<file path="config.mk">
export PLATFORM = sky130hd
export DESIGN_NAME = tfc_cfg_regs
export DESIGN_NICKNAME = d
export VERILOG_FILES = /design/src/rtl/tfc_pkg.sv /design/src/rtl/tfc_cfg_regs.sv
export SDC_FILE = /design/constraint.sdc
export NUM_CORES = 1
export LEC_CHECK = 0
export ABC_AREA = 1
export CAP_MARGIN = 15
export CORE_MARGIN = 1.5
export CORE_UTILIZATION = 50
export DETAILED_ROUTE_END_ITERATION = 16
export DONT_BUFFER_PORTS = 1
export GPL_ROUTABILITY_DRIVEN = 0
export SKIP_CTS_REPAIR_TIMING = 1
export SLEW_MARGIN = 20
export SYNTH_ARGS = -nofsm -noshare
export SYNTH_HDL_FRONTEND = slang
export SYNTH_SLANG_ARGS = --single-unit
</file>
<file path="constraint.sdc">
create_clock -name clk -period 0.85 [get_ports clk]
set_clock_uncertainty 0.05 [all_clocks]
set_input_delay 0.085 -clock clk [delete_from_list [all_inputs] [get_ports clk]]
set_output_delay 0.085 -clock clk [all_outputs]
set_load 0.005 [all_outputs]
</file>
<file path="src/rtl/tfc_pkg.sv">
// Package: shared types, format codes and defaults for the texel converter.
package tfc_pkg;

    localparam int PALETTE_DEPTH_DEF = 256;
    localparam int PALETTE_WIDTH     = 24;
    localparam int APB_ADDR_WIDTH    = 3;
    localparam int APB_DATA_WIDTH    = 32;

    localparam logic [2:0] FMT_ARGB4444 = 3'd0;
    localparam logic [2:0] FMT_ARGB1555 = 3'd1;
    localparam logic [2:0] FMT_ARGB8888 = 3'd2;
    localparam logic [2:0] FMT_AI88     = 3'd3;
    localparam logic [2:0] FMT_PALETTE  = 3'd4;

    localparam logic OP_CONVERT = 1'b0;
    localparam logic OP_WRITE   = 1'b1;

    localparam logic REG_PIXEL_FORMAT = 1'b0;
    localparam logic REG_PALETTE_SIZE = 1'b1;

    typedef struct packed {
        logic        opcode;
        logic [31:0] texel_word;
        logic [7:0]  entry_index;
        logic [23:0] entry_colour;
        logic        last_texel;
    } req_t;

    typedef struct packed {
        logic [7:0] red;
        logic [7:0] green;
        logic [7:0] blue;
        logic [7:0] alpha;
        logic       image_end;
    } rsp_t;

    typedef struct packed {
        logic [7:0] red;
        logic [7:0] green;
        logic [7:0] blue;
        logic [7:0] alpha;
    } rgba_t;

    typedef struct packed {
        logic [2:0] pixel_format;
        logic [8:0] palette_size;
    } cfg_t;

endpackage

</file>
<file path="src/rtl/tfc_cfg_regs.sv">
// APB register block: pixel format and palette size.
module tfc_cfg_regs (
    input  logic                                clk,
    input  logic                                rst_n,
    input  logic                                psel,
    input  logic                                penable,
    input  logic                                pwrite,
    input  logic [tfc_pkg::APB_ADDR_WIDTH-1:0]  paddr,
    input  logic [tfc_pkg::APB_DATA_WIDTH-1:0]  pwdata,
    output logic [tfc_pkg::APB_DATA_WIDTH-1:0]  prdata,
    output logic                                pready,
    output tfc_pkg::cfg_t                       cfg
);

    logic [2:0] pixel_format_reg;
    logic [8:0] palette_size_reg;
    logic       wr_en;

    // Registers sit on word boundaries; only the word select bit decodes.
    assign wr_en  = psel && penable && pwrite;
    assign pready = 1'b1;

    always_ff @(posedge clk or negedge rst_n)
    begin
        if (!rst_n)
        begin
            pixel_format_reg <= tfc_pkg::FMT_ARGB4444;
            palette_size_reg <= 9'd0;
        end
        else if (wr_en)
        begin
            if (paddr[2] == tfc_pkg::REG_PIXEL_FORMAT)
            begin
                pixel_format_reg <= pwdata[2:0];
            end
            else
            begin
                palette_size_reg <= pwdata[8:0];
            end
        end
    end

    always_comb
    begin
        if (paddr[2] == tfc_pkg::REG_PIXEL_FORMAT)
        begin
            prdata = {29'd0, pixel_format_reg};
        end
        else
        begin
            prdata = {23'd0, palette_size_reg};
        end
    end

    assign cfg.pixel_format = pixel_format_reg;
    assign cfg.palette_size = palette_size_reg;

endmodule

</file>
; ---- Yosys cells after proc, flatten, opt, wreduce, memory -nomap -nowiden
; Index checks and enable logic that the tools add are counted.
[word_totals]
wordCells = 8
register_bits = 12
[op_classes]
reduce_logical = 4
n_mux = 1
n_bitwise = 1
[ops]
columns = cell, n
row1 = $mux W9, 1
row2 = $reduce_and A2 Y1, 2
row3 = $logic_and A1 B1 Y1, 2
row4 = $not A1 Y1, 1

; ---- Depth between registers and ports, before layout
[logic_depth]
depth_word = 3
mapped_depth = 5
mapped_depth_nobuf = 4

; ---- Worst setup path after synthesis
; No wires, ideal clock.
[synth_path]
path_type = in2reg
from = input port paddr[2] (netlist name)
to = register palette_size_reg[0]
arrival_ns = 0.511
setup_ns = 0.118
required_time_ns = 0.682
path_stages = 4
setup_slack_ns = 0.171
n_path_buf = 1
path_cell_list = buf_4 -> nand4_2 -> nand2_1 -> nand2_1
[synth_between]
elab_chain_len = 1
[synth_rtl]
columns = element, line
row1 = from (decl), tfc_cfg_regs.sv:8  ; input logic [tfc_pkg::APB_ADDR_WIDTH-1:0] paddr,
row2 = $reduce_and A2 Y1 (no source line), n/a
row3 = to (signal assigned), tfc_cfg_regs.sv:38  ; palette_size_reg <= pwdata[8:0];
row4 = to (decl), tfc_cfg_regs.sv:16  ; logic [8:0] palette_size_reg;
; No other way between the ends.
; A chain may end at the register's enable or synchronous reset.

; ---- Final worst setup path
[layout_path]
from = register palette_size_reg[0]
to = output port prdata[0] (netlist name)
[layout_between]
elab_chain_len = 1
[layout_rtl]
columns = element, line
row1 = $mux W9, tfc_cfg_regs.sv:45  ; if (paddr[2] == tfc_pkg::REG_PIXEL_FORMAT)
row2 = to (decl), tfc_cfg_regs.sv:10  ; output logic [tfc_pkg::APB_DATA_WIDTH-1:0] prdata,
; No other way between the ends.

==> out/qor.yml <==
status:
  outcome: "finished, violations left"
  violations: "setup timing"
drt:
  drt-vias-per-instance: 4.60
  first_pass_iters: 4
  vias: 607
  routed_wl_um: 1440
  post_drt_wl_per_cell_um: 10.9
  drt_iter0_drc: 10
  detail-route-antenna-nets: 0
  drc: 0
die:
  io_pins: 85
  initial_core_util_pct: 52.5
  core_um2: 1490
  dieHeight_um: 42.5
  dieArea_um2: 1810
  die_x_um: 42.5
  rows: 14
timing:
  hold_viol_final: 0
  period_minus_slack_ps: 966
  max_freq_mhz: 1040
  worst_slack_ps: -116
  maxSlewViolCount: 0
  timing.hold.ws_ps: 52.0
  tightest_slew_ps: 555
  slew_headroom_pct: 62.9
  rsz0062_at_grt: "yes"
  finalSetupTns_ps: -1040
  setup_viol: 18
  period_share_pct: 114
synthesis:
  synth_top_area_share_pct: 38.4
  netlist_instances: 104
  synth_most_common_cell: "nand2_1"
  syn_area_um2: 782
  ys_warn_count: 0
  yosysTopAreaCell: "dfrtp_1"
  syn_area_per_cell_um2: 7.52
  netlist_top_cells_area: "dfrtp_1 38%, buf_4 24%, nand2_1 19%"
  netlist-cell-type-count: 13
  ys_seq_elements: 12
  synth_common_cells: "40 x nand2_1, 25 x buf_4, 12 x dfrtp_1"
  synth_edf_count: 0
  synthArstFlopShare_pct: 100
  seq_area_frac_synth_pct: 38.4
  synth_flop_cell: "dfrtp_1"
pwr:
  p_total_uw: 1390
  pwr-share-seq_pct: 56.2
  powerDensity_nw_per_um2: 1670
  p_switching_uw: 443
  p_leak_uw: 0.000506
  internal_power_uw: 950
  power.share.clock_pct: 24.3
  combPwrFrac_pct: 19.4
  switching_share_pct: 31.8
  irDropWorstVdd_v: 0.000989
grt:
  antenna_found_initial: 0
  met1_usage_pct: 19.9
  grt_usage_pct: 16.0
  met3_usage_pct: 3.45
  grt_pass1_wl_um: 2100
  grt_overflow: 0
  first_global_vias: 495
  top_usage_layer: "met2"
  grt_max_degree: 21
  use_met2_pct: 24.3
layout:
  syn2layout_area_growth_pct: 6.88
  final_area_um2: 836
  fillers: 158
  drive_gt1_share_pct: 10.3
  largest_reg_flops: 9
  nets: 158
  antenna_cells: 0
placement:
  placed_area_um2: 703
  place_ws_ps: 154
  place.detailed.hpwl_um: 1010
  io_buffer_count: 0
clock_tree:
  cts-root-buf: "clkbuf_4"
  clk_latency_ps: 270
  clock_sinks: 12
  cts_tree: "built"
  htree_num_levels: 1
  path_clk_slew_ps: 80
  clk_path_buf_depth: 2
  numCtsBuffers: 3
worst_setup_path:
  path_class: "flip-flop to output pin"
  startpoint_type: "flip-flop"
  crit_start: "palette_size_reg[0]$_DFFE_PN0P_"
  r2r_start: "pixel_format_reg[0]$_DFFE_PN0P_"
  path_max_fanout: 3
  critPathCaptureType: "output pin"
  cp.arrival_ps: 830
  required_ps: 710
min_path:
  min_path_type: "input pin to flip-flop"
  min_from: "pwrite"
job:
  max_cap_viol_count: 0
-- stage by stage --
step	util, %	std cells
5_1_grt	56.1	132
6_report	56.1	132
3_5_place_dp	47.2	118
2_1_floorplan	-	126
3_3_place_gp	47.2	118
4_1_cts	48.7	121
-- worst max-delay path, stage by stage, from the launching register on --
cell	delay (ps)
dfrtp_1	420
nand2_1	80
nand2_1	70
-- metal layers --
metal	share of wire [%]	up-vias
met5	0	-
met2	49	39
li1	-	296
met4	1.0	0
met3	9.0	2
met1	41	270
-- power groups by stage --
stage / clock, µW / combinational, µW / sequential, µW
2_1_floorplan: 0 / 275 / 773
3_3_place_gp: 0 / 203 / 795
3_5_place_dp: 0 / 209 / 796
4_1_cts: 351 / 209 / 785
5_1_grt: 365 / 325 / 805
6_report: 339 / 270 / 783
-- path summary, 6_finish.rpt --
| kind | endpoint | slack, ps | cells after the start |
|---|---|---|---|
| worst min register to register | palette_size_reg[5]$_DFFE_PN0P_ | 470 | 2 |
| worst min-delay path | pixel_format_reg[1]$_DFFE_PN0P_ | 50 | 3 |
| worst max register to register | pixel_format_reg[0]$_DFFE_PN0P_ | 140 | 2 |
| max in group asynchronous | palette_size_reg[4]$_DFFE_PN0P_ | 190 | 1 |
| worst max-delay path | prdata[0] | -120 | 2 |
| min in group asynchronous | pixel_format_reg[0]$_DFFE_PN0P_ | 190 | 1 |
-- layout make-up --
type,count,area [µm²],share of cell area [%]
well taps,16,20.0,2.40
flip-flops and latches,12,300,35.9
clock buffers,3,22.5,2.69
multi-input cells,79,330,39.5
inverters,8,30.0,3.59
repair buffers,14,133,15.9
-- cells by family (layout without fill, tap and decap cells) --
kind of cell           Yosys count  count (layout)  share of synthesized area [%]
and+or+nand+nor                 55              55                           30.7
other                            2              24                          0.960
buffers and inverters           35              25                           29.9
DFF                             12              12                           38.4
-- placed cells by master, fill, tap and decap left out --
master,n
dfrtp_1,12
nand4_1,1
inv_2,3
dlygate4sd3_1,11
clkbuf_4,3
conb_1,24
nor2_2,1
nand3_2,1
nand2_1,40
nand3_1,11
inv_1,5
buf_4,3
nand4_2,1
Note: power is estimated with default switching activity, not from simulation.
