===== src/rtl/tfc_pkg.sv =====
// Package: shared types, format codes and defaults for the texel converter.
package tfc_pkg;

    localparam int PALETTE_DEPTH_DEF = 256;
    localparam int PALETTE_WIDTH     = 24;
    localparam int APB_ADDR_WIDTH    = 3;
    localparam int APB_DATA_WIDTH    = 32;

    localparam logic [2:0] FMT_ARGB4444 = 3'd0;
    localparam logic [2:0] FMT_ARGB1555 = 3'd1;
    localparam logic [2:0] FMT_ARGB8888 = 3'd2;
    localparam logic [2:0] FMT_AI88     = 3'd3;
    localparam logic [2:0] FMT_PALETTE  = 3'd4;

    localparam logic OP_CONVERT = 1'b0;
    localparam logic OP_WRITE   = 1'b1;

    localparam logic REG_PIXEL_FORMAT = 1'b0;
    localparam logic REG_PALETTE_SIZE = 1'b1;

    typedef struct packed {
        logic        opcode;
        logic [31:0] texel_word;
        logic [7:0]  entry_index;
        logic [23:0] entry_colour;
        logic        last_texel;
    } req_t;

    typedef struct packed {
        logic [7:0] red;
        logic [7:0] green;
        logic [7:0] blue;
        logic [7:0] alpha;
        logic       image_end;
    } rsp_t;

    typedef struct packed {
        logic [7:0] red;
        logic [7:0] green;
        logic [7:0] blue;
        logic [7:0] alpha;
    } rgba_t;

    typedef struct packed {
        logic [2:0] pixel_format;
        logic [8:0] palette_size;
    } cfg_t;

endpackage


===== src/rtl/tfc_unpack.sv =====
// Format decode: widens packed texel channels to 8 bits, flags palette lookups.
module tfc_unpack (
    input  logic [2:0]      pixel_format,
    input  logic [31:0]     texel_word,
    output tfc_pkg::rgba_t  rgba,
    output logic            use_palette
);

    always_comb
    begin
        rgba        = '0;
        use_palette = 1'b0;
        case (pixel_format)
            tfc_pkg::FMT_ARGB4444:
            begin
                // Times 17 is the nibble written twice.
                rgba.red   = {texel_word[11:8],  texel_word[11:8]};
                rgba.green = {texel_word[7:4],   texel_word[7:4]};
                rgba.blue  = {texel_word[3:0],   texel_word[3:0]};
                rgba.alpha = {texel_word[15:12], texel_word[15:12]};
            end
            tfc_pkg::FMT_ARGB1555:
            begin
                rgba.red   = {texel_word[14:10], texel_word[14:12]};
                rgba.green = {texel_word[9:5],   texel_word[9:7]};
                rgba.blue  = {texel_word[4:0],   texel_word[4:2]};
                rgba.alpha = {8{texel_word[15]}};
            end
            tfc_pkg::FMT_ARGB8888:
            begin
                rgba.blue  = texel_word[7:0];
                rgba.green = texel_word[15:8];
                rgba.red   = texel_word[23:16];
                rgba.alpha = texel_word[31:24];
            end
            tfc_pkg::FMT_AI88:
            begin
                rgba.red   = texel_word[7:0];
                rgba.green = texel_word[7:0];
                rgba.blue  = texel_word[7:0];
                rgba.alpha = texel_word[15:8];
            end
            default:
            begin
                // Palette index and unused codes: color comes from the RAM.
                rgba.alpha  = 8'hFF;
                use_palette = 1'b1;
            end
        endcase
    end

endmodule


===== config.mk =====
export PLATFORM = sky130hd
export DESIGN_NAME = tfc_unpack
export DESIGN_NICKNAME = d
export VERILOG_FILES = /design/src/rtl/tfc_pkg.sv /design/src/rtl/tfc_unpack.sv
export SDC_FILE = /design/constraint.sdc
export NUM_CORES = 1
export LEC_CHECK = 0
export BUFFER_PORTS_ARGS = -buffer_cell sky130_fd_sc_hd__buf_2
export CORE_MARGIN = 5
export CORE_UTILIZATION = 44
export DETAILED_ROUTE_END_ITERATION = 16
export PLACE_DENSITY = 0.84
export SYNTH_ARGS = -nofsm -noshare
export SYNTH_HDL_FRONTEND = slang
export SYNTH_SLANG_ARGS = --single-unit
export TNS_END_PERCENT = 10

===== constraint.sdc =====
create_clock -name vclk -period 1.26
set_input_delay 0.126 -clock vclk [all_inputs]
set_output_delay 0.126 -clock vclk [all_outputs]
set_load 0.01 [all_outputs]

* Yosys cells after proc, flatten, opt, wreduce, memory -nomap -nowiden *
Index checks and enable logic that the tools add are counted.

storage, ports and cells
  register bits = 0
  input bits = 35
  output and inout bits = 33
  word-level logic and storage cells = 8

cells by class
  equality and inequality tests = 3
  multiplexer cells = 3
  reduce and logical (&&, ||, !) cells = 2

operators by type and width
  kind                count
  $pmux 24 s4         1
  $pmux 8 s4          1
  $eq 3x2->1 const B  2
  $reduce_or 4->1     1
  $eq 3x1->1 const B  1
  $logic_not 3->1     1
  $mux 1              1

* Longest topological paths before layout *
Gate-level depths: netlist (run 1).

  depth in word-level cells = 3
  depth in mapped cells = 6
  depth with buffers taken out = 3

* Worst setup path after synthesis (run 1) *
No wires, ideal clock.

  path kind = input to output
  start = input port pixel_format[0]
  end = output port rgba[20] (netlist bit)
  data arrival time = 1.024 ns
  data required time = 1.134 ns
  path slack = 0.110 ns
  cell stages on the path = 5
  path buffers = 3
  path through = buf_6 > buf_4 > buf_6 > mux2i_1 > a211oi_1

RTL lines
  element      RTL line         text
  from (decl)  tfc_unpack.sv:3  input logic [2:0] pixel_format,
  to (decl)    tfc_unpack.sv:5  output tfc_pkg::rgba_t rgba,

==> results of run 1 <==
timing repair:
| action | in CTS | in global routing |
|---|---|---|
| endpoints found under the setup margin | 32 | 19 |
| resized for setup | 10 | 11 |
| pin swaps | 2 | 1 |
through the flow:
step	cells	power (uW)	utilization (%)
6_report	199	539	64.5
5_1_grt	199	582	64.5
4_1_cts	199	516	61.9
3_5_place_dp	199	500	60.3
3_3_place_gp	199	487	60.3
2_1_floorplan	108	318	-
placed cells by master (no fill, tap or decap):
cell,netlist,final
or3b_4,1,1
nand2b_4,0,1
a211o_4,0,1
o21ai_0,3,3
nor2_1,12,12
buf_8,0,1
buf_4,3,5
mux4_1,7,7
nand2b_1,2,1
o22ai_2,0,1
a211oi_1,12,6
a211o_1,5,4
a211oi_2,0,6
nor2b_1,13,13
mux2_2,7,7
buf_12,2,1
mux4_2,3,3
buf_6,2,4
buf_2,3,66
o22ai_1,3,2
and2b_1,3,3
mux2i_1,18,18
a21oi_1,4,4
or2_2,1,1
metal layers:
layer,share of wire (%),up-vias
li1,-,549
met3,6.7,0
met1,40,543
met5,0,-
met2,54,51
met4,0,0
cell families (layout without fill, tap and decap cells):
family / Yosys count / after routing / synth area share (%)
AND/OR/NAND/NOR: 32 / 32 / 18.0
AO/OA/AOI/OAI: 27 / 27 / 18.9
buffers and inverters: 14 / 77 / 11.6
multiplexers: 35 / 35 / 51.5
cell usage after synthesis, drive strengths merged:
cell / instances
o21ai: 3
and2b: 3
a21oi: 4
nand2b: 2
nor2b: 13
a211o: 5
or2: 1
mux2: 7
clkbuf: 4
mux2i: 18
nor2: 12
o22ai: 3
a211oi: 12
mux4: 10
or3b: 1
buf: 10
power by group through the flow:
stage | Sequential, uW | Combinational, uW | Clock, uW
after floorplan | 0 | 318 | 0
after global placement | 0 | 487 | 0
after detailed placement | 0 | 500 | 0
after CTS | 0 | 516 | 0
after global routing | 0 | 582 | 0
final | 0 | 539 | 0
area by class of cell:
type	instances	area [um^2]	share of cell area (%)
Multi-Input combinational cell	94	930	65.8
Tap cell	28	35.0	2.48
Timing Repair Buffer	77	448	31.7
worst min-delay path by stage:
stage | start | to | depth (start not counted)
2_1_floorplan | pixel_format[2] | use_palette | 1
3_3_place_gp | pixel_format[2] | use_palette | 2
3_5_place_dp | pixel_format[2] | use_palette | 2
4_1_cts | pixel_format[2] | use_palette | 2
5_1_grt | pixel_format[2] | use_palette | 2
6_report | pixel_format[2] | use_palette | 2
==> results.rst, run 1 <==
.. list-table::
   :header-rows: 1

   * - Metric
     - Value
   * - Result of the run
     - completed
   * - CP max stage cell
     - a211oi_2
   * - Maximum achievable frequency
     - 796 MHz
   * - Number of instances in the synthesized netlist
     - 108
   * - Critical Path AT
     - 1130 ps
   * - Part of the power in combinational logic
     - 100.0%
   * - Pin count of the biggest net entering global routing
     - 21
   * - Per-cell via count in the routed design
     - 5.74
   * - Fin area
     - 0.00141 mm^2
   * - Total routing usage reported by global routing
     - 18.9%
   * - Setup repair after global routing missed its margin
     - yes
   * - Cells along the critical path
     - buf_12 -> buf_6 -> and2b_1 -> a211oi_2 -> a211oi_2 -> buf_2
   * - Number of nets in the final layout
     - 208
   * - Power per standard cell area
     - 381 mW/mm^2
   * - Sequential cells
     - 0
   * - Part of the power in registers
     - 0%
   * - Req. time, crit path
     - 1130 ps
   * - Family with the most delay on the worst path
     - buffers and inverters
   * - Dpl ws
     - -308 ps
   * - I/O pin count
     - 68
   * - Final weighted congestion in routability-driven placement
     - 0.850
   * - Worst-case headroom to the max-slew limit
     - 83.5%
   * - Count of endpoints failing hold in the final timing report
     - 0
   * - Worst-Margin Slew
     - 246 ps
   * - Total die area
     - 0.00330 mm^2
   * - Met3 usage
     - 0.452%
   * - Worst setup slack after layout
     - 3.46 ps
   * - Synth cell types
     - 20
   * - Sequential element share of the synthesized area
     - 0%
   * - Final min period
     - 1260 ps
   * - Final setup TNS
     - 0 ps
   * - Number of antenna-violating nets in the routed design
     - 0
   * - Portion of the clock cycle consumed by the worst path in the final layout
     - 99.7%
   * - Class of the worst hold path
     - in -> out
   * - Share of the synthesized area in the top cell type
     - 18.5%
   * - GRT Residual Overflow
     - 0
   * - Clock buffers
     - 0
   * - Classification of the worst setup path
     - in -> out
   * - Via count of the first global-routing pass
     - 1033
   * - Part of the total power dissipated in the clock network
     - 0%
   * - Synthesized area divided by synthesized cell count
     - 9.19 um^2
   * - Path length in cells of the critical path
     - 6
   * - Number of nets in the synthesized netlist
     - 143
   * - N_diodes
     - 0
   * - Placeable core region
     - 0.00219 mm^2
   * - FF+latch area
     - 0 um^2
   * - Library cell occupying the most area in the post-synthesis netlist
     - mux4_1
   * - Post-route worst hold slack
     - 535 ps
   * - Post-DP HPWL
     - 2.54 mm
   * - Number of design rule violations left after detail routing
     - 0
   * - Wire length of the first global-routing pass
     - 5.16 mm
   * - Number of buffers inserted to repair setup after CTS
     - 0
   * - Number of fillers in the final layout
     - 192
   * - Global-route met2 utilization
     - 34.0%
   * - Leakage Power
     - 0.000714 uW
   * - Met1 layer usage reported by global route
     - 25.7%
   * - Net switching power
     - 263 uW
   * - Nature of the critical path startpoint
     - primary input
   * - CP max stage delay
     - 250 ps
   * - DR WL/cell
     - 17.1 um
   * - Endpoint class of the critical path
     - output pin
   * - Cell repeated most along the worst path
     - a211oi_2
   * - Internal power contribution
     - 275 uW
   * - Standard-cell rows
     - 17
   * - # setup viols final
     - 0
   * - Total wire length after detailed routing
     - 3.39 mm
   * - Critical path fanouts, max
     - 20
   * - Vias after detailed routing
     - 1143
   * - Max-Cap Viols
     - 0
   * - Number of input and output port buffers inserted
     - 68
   * - Die span in x
     - 57.5 um
   * - Worst voltage drop across the vdd grid
     - 0.222 mV
   * - Hold bufs inserted after CTS
     - 0
   * - Setup crit start
     - pixel_format[0]
   * - Pre-Repair DR Iteration Count
     - 4
   * - Switching fraction of total power
     - 48.9%
   * - Number of antenna violations at the first check in global routing
     - 0
   * - Cell area after placement
     - 0.00132 mm^2
   * - Area of the mapped netlist
     - 992 um^2
   * - Number of slew-limit violations in the final report
     - 0
   * - Synthesis-to-layout area growth
     - 42.4%
   * - YS warnings
     - 0
   * - Proportion of layout cells with a drive suffix above 1
     - 57.3%
   * - Height of the die
     - 57.5 um
   * - Worst setup endpoint
     - rgba[18]
   * - Global-route layer with the greatest usage
     - met2
   * - Most area-consuming cells after synthesis
     - mux4_1 (19%), mux2i_1 (18%), a211oi_1 (9.1%)
   * - Count of routing violations after the opening detailed-route iteration
     - 37
   * - Bufs and invs on worst path
     - 3
   * - Initial Util
     - 45.3%
Note: power is estimated with default switching activity, not from simulation.
==> inputs of run 2 (changes only) <==
--- a/config.mk
+++ b/config.mk
@@ -5,7 +5,8 @@
 export SDC_FILE = /design/constraint.sdc
 export NUM_CORES = 1
 export LEC_CHECK = 0
-export BUFFER_PORTS_ARGS = -buffer_cell sky130_fd_sc_hd__buf_2
+export BUFFER_PORTS_ARGS = -buffer_cell sky130_fd_sc_hd__clkbuf_2
+export CAP_MARGIN = 20
 export CORE_MARGIN = 5
 export CORE_UTILIZATION = 44
 export DETAILED_ROUTE_END_ITERATION = 16
==> constraint.sdc (replaced) <==
create_clock -name vclk -period 1.26
set_input_delay 0.252 -clock vclk [all_inputs]
set_output_delay 0.252 -clock vclk [all_outputs]
set_load 0.01 [all_outputs]
==> run 2 against run 1 <==
  * The run now ends with negative setup slack left
  * Maximum frequency shrank 18%
  * Non-clock buffer count grew 20
  * Flip-flop and latch count is the same
  * Hold slack gained 270 ps
  * Wire length grew 22%
  * Final area grew 15%
  * Combinational power grew 20%
  * Core utilization grew 9.5 points
  * First-iteration DRC count grew to 2.6 times the previous value
  * Critical path depth grew 1
  * Critical path type unchanged
==> results.rst, run 2 (same netlist as run 1, synthesis figures left out) <==
.. list-table::
   :header-rows: 1

   * - Metric
     - Value
   * - Final min period
     - 1530 ps (was 1260 ps)
   * - Die span in x
     - 57.5 um (unchanged)
   * - Pre-Repair DR Iteration Count
     - 4 (unchanged)
   * - Proportion of layout cells with a drive suffix above 1
     - 67.5% (was 57.3%)
   * - Nature of the critical path startpoint
     - primary input (unchanged)
   * - DR WL/cell
     - 18.9 um (was 17.1 um)
   * - Final setup TNS
     - -7150 ps (was 0 ps)
   * - Total wire length after detailed routing
     - 4.13 mm (was 3.39 mm)
   * - Class of the worst hold path
     - in -> out (unchanged)
   * - I/O pin count
     - 68 (unchanged)
   * - Post-DP HPWL
     - 2.76 mm (was 2.54 mm)
   * - Worst-case headroom to the max-slew limit
     - 81.3% (was 83.5%)
   * - Cells along the critical path
     - clkbuf_16 -> buf_12 -> buf_6 -> mux2_4 -> mux2i_1 -> nor2_1 -> buf_2 (was buf_12 -> buf_6 -> and2b_1 -> a211oi_2 -> a211oi_2 -> buf_2)
   * - Placeable core region
     - 0.00219 mm^2 (unchanged)
   * - Sequential cells
     - 0 (unchanged)
   * - Number of input and output port buffers inserted
     - 68 (unchanged)
   * - Result of the run
     - finished with violations (was completed)
   * - Wire length of the first global-routing pass
     - 6.42 mm (was 5.16 mm)
   * - Placed Cells
     - 215 (was 199)
   * - Standard-cell rows
     - 17 (unchanged)
   * - Vias after detailed routing
     - 1294 (was 1143)
   * - Endpoint class of the critical path
     - output pin (unchanged)
   * - Classification of the worst setup path
     - in -> out (unchanged)
   * - Power per standard cell area
     - 400 mW/mm^2 (was 381 mW/mm^2)
   * - Max-Cap Viols
     - 0 (unchanged)
   * - CP max stage delay
     - 280 ps (was 250 ps)
   * - CP max stage cell
     - mux2_4 (was a211oi_2)
   * - Portion of the clock cycle consumed by the worst path in the final layout
     - 122% (was 99.7%)
   * - Initial Util
     - 45.3% (unchanged)
   * - Worst setup slack after layout
     - -271 ps (was 3.46 ps)
   * - Worst voltage drop across the vdd grid
     - 0.249 mV (was 0.222 mV)
   * - Maximum achievable frequency
     - 653 MHz (was 796 MHz)
   * - Total power after layout
     - 648 uW (was 539 uW)
   * - Number of antenna-violating nets in the routed design
     - 0 (unchanged)
   * - Critical path fanouts, max
     - 8 (was 20)
   * - Hold bufs inserted after CTS
     - 0 (unchanged)
   * - Final weighted congestion in routability-driven placement
     - 0.907 (was 0.850)
   * - Total die area
     - 0.00330 mm^2 (unchanged)
   * - N_diodes
     - 0 (unchanged)
   * - Req. time, crit path
     - 1010 ps (was 1130 ps)
   * - Commonest cells after routing, fill and taps aside
     - clkbuf_2 (64), buf_4 (20), mux2i_1 (17) (was buf_2 (66), mux2i_1 (18), nor2b_1 (13))
   * - Failing checks
     - negative setup slack
   * - GRT Residual Overflow
     - 0 (unchanged)
   * - Height of the die
     - 57.5 um (unchanged)
   * - FF+latch area
     - 0 um^2 (unchanged)
   * - # setup viols final
     - 32 (was 0)
   * - Number of slew-limit violations in the final report
     - 0 (unchanged)
   * - Clock buffers
     - 0 (unchanged)
   * - Via count of the first global-routing pass
     - 1246 (was 1033)
   * - Critical Path AT
     - 1280 ps (was 1130 ps)
   * - Per-cell via count in the routed design
     - 5.91 (was 5.74)
   * - Number of nets in the final layout
     - 228 (was 208)
   * - Pin count of the biggest net entering global routing
     - 18 (was 21)
   * - Number of antenna violations at the first check in global routing
     - 0 (unchanged)
   * - Count of non-filler cells in the finished layout
     - 219 (was 199)
   * - Family with the most delay on the worst path
     - buffers and inverters (unchanged)
   * - Count of endpoints failing hold in the final timing report
     - 0 (unchanged)
   * - Commonest non-fill, non-tap cell in the layout
     - clkbuf_2 (was buf_2)
   * - Count of routing violations after the opening detailed-route iteration
     - 95 (was 37)
   * - Final standard cell utilization of the core
     - 74.0% (was 64.5%)
   * - Bufs and invs on worst path
     - 4 (was 3)
   * - Total routing usage reported by global routing
     - 24.1% (was 18.9%)
   * - Synthesis-to-layout area growth
     - 63.4% (was 42.4%)
   * - Setup repair after global routing missed its margin
     - yes (unchanged)
   * - Leakage Power
     - 0.000826 uW (was 0.000714 uW)
   * - Number of design rule violations left after detail routing
     - 0 (unchanged)
   * - Worst-Margin Slew
     - 279 ps (was 246 ps)
## run 2: cell types whose count changed in the layout (fill, tap and decap cells not counted), moves of 3 or more
cell | previous run | this run
a211oi_1 | 6 | 9
a211oi_2 | 6 | 3
buf_2 | 66 | 2
buf_4 | 5 | 20
clkbuf_2 | 0 | 64
mux4_1 | 7 | 0
mux4_2 | 3 | 10
nor2b_1 | 13 | 9
nor2b_4 | 0 | 3
## run 2: layout make-up
type | instances | area (um^2)
Fill cell | 143 | 569
Tap cell | 28 | 35.0
Timing Repair Buffer | 97 | 653
Multi-Input combinational cell | 94 | 933
## run 2: path summary, 6_finish.rpt
| path | start | to | slack, ps | cells after the start |
|---|---|---|---|---|
| worst min-delay path | texel_word[31] | rgba[7] | 810 | 3 |
| worst max-delay path | pixel_format[0] | rgba[13] | -270 | 7 |
## run 2: per-stage QoR
| stage | area (um^2) | worst slack [ps] | hold WS (ps) |
|---|---|---|---|
| 6_report | 1620 | -271 | 806 |
| 5_1_grt | 1620 | -306 | 840 |
| 4_1_cts | 1600 | -263 | 812 |
| 3_5_place_dp | 1480 | -352 | 806 |
| 3_3_place_gp | 1480 | -320 | 803 |
| 2_1_floorplan | 1030 | -110 | 606 |
## run 2: timing repair
item,in CTS,in global routing
setup buffers,3,0
endpoints found under the setup margin,32,32
cloned,1,0
pin swaps,9,3
resized for setup,26,8
## run 2: per-layer routing
metal | global-route usage, % | wire length [um]
met1 | 31.5 | 1630
met2 | 42.9 | 2210
met4 | 3.97 | 36
met5 | 0 | 0
met3 | 2.49 | 257
## run 2: report_power, final
| part | switching, uW | internal (uW) |
|---|---|---|
| sequential | 0 | 0 |
| combinational | 304 | 344 |
| clock | 0 | 0 |
| total | 304 | 344 |
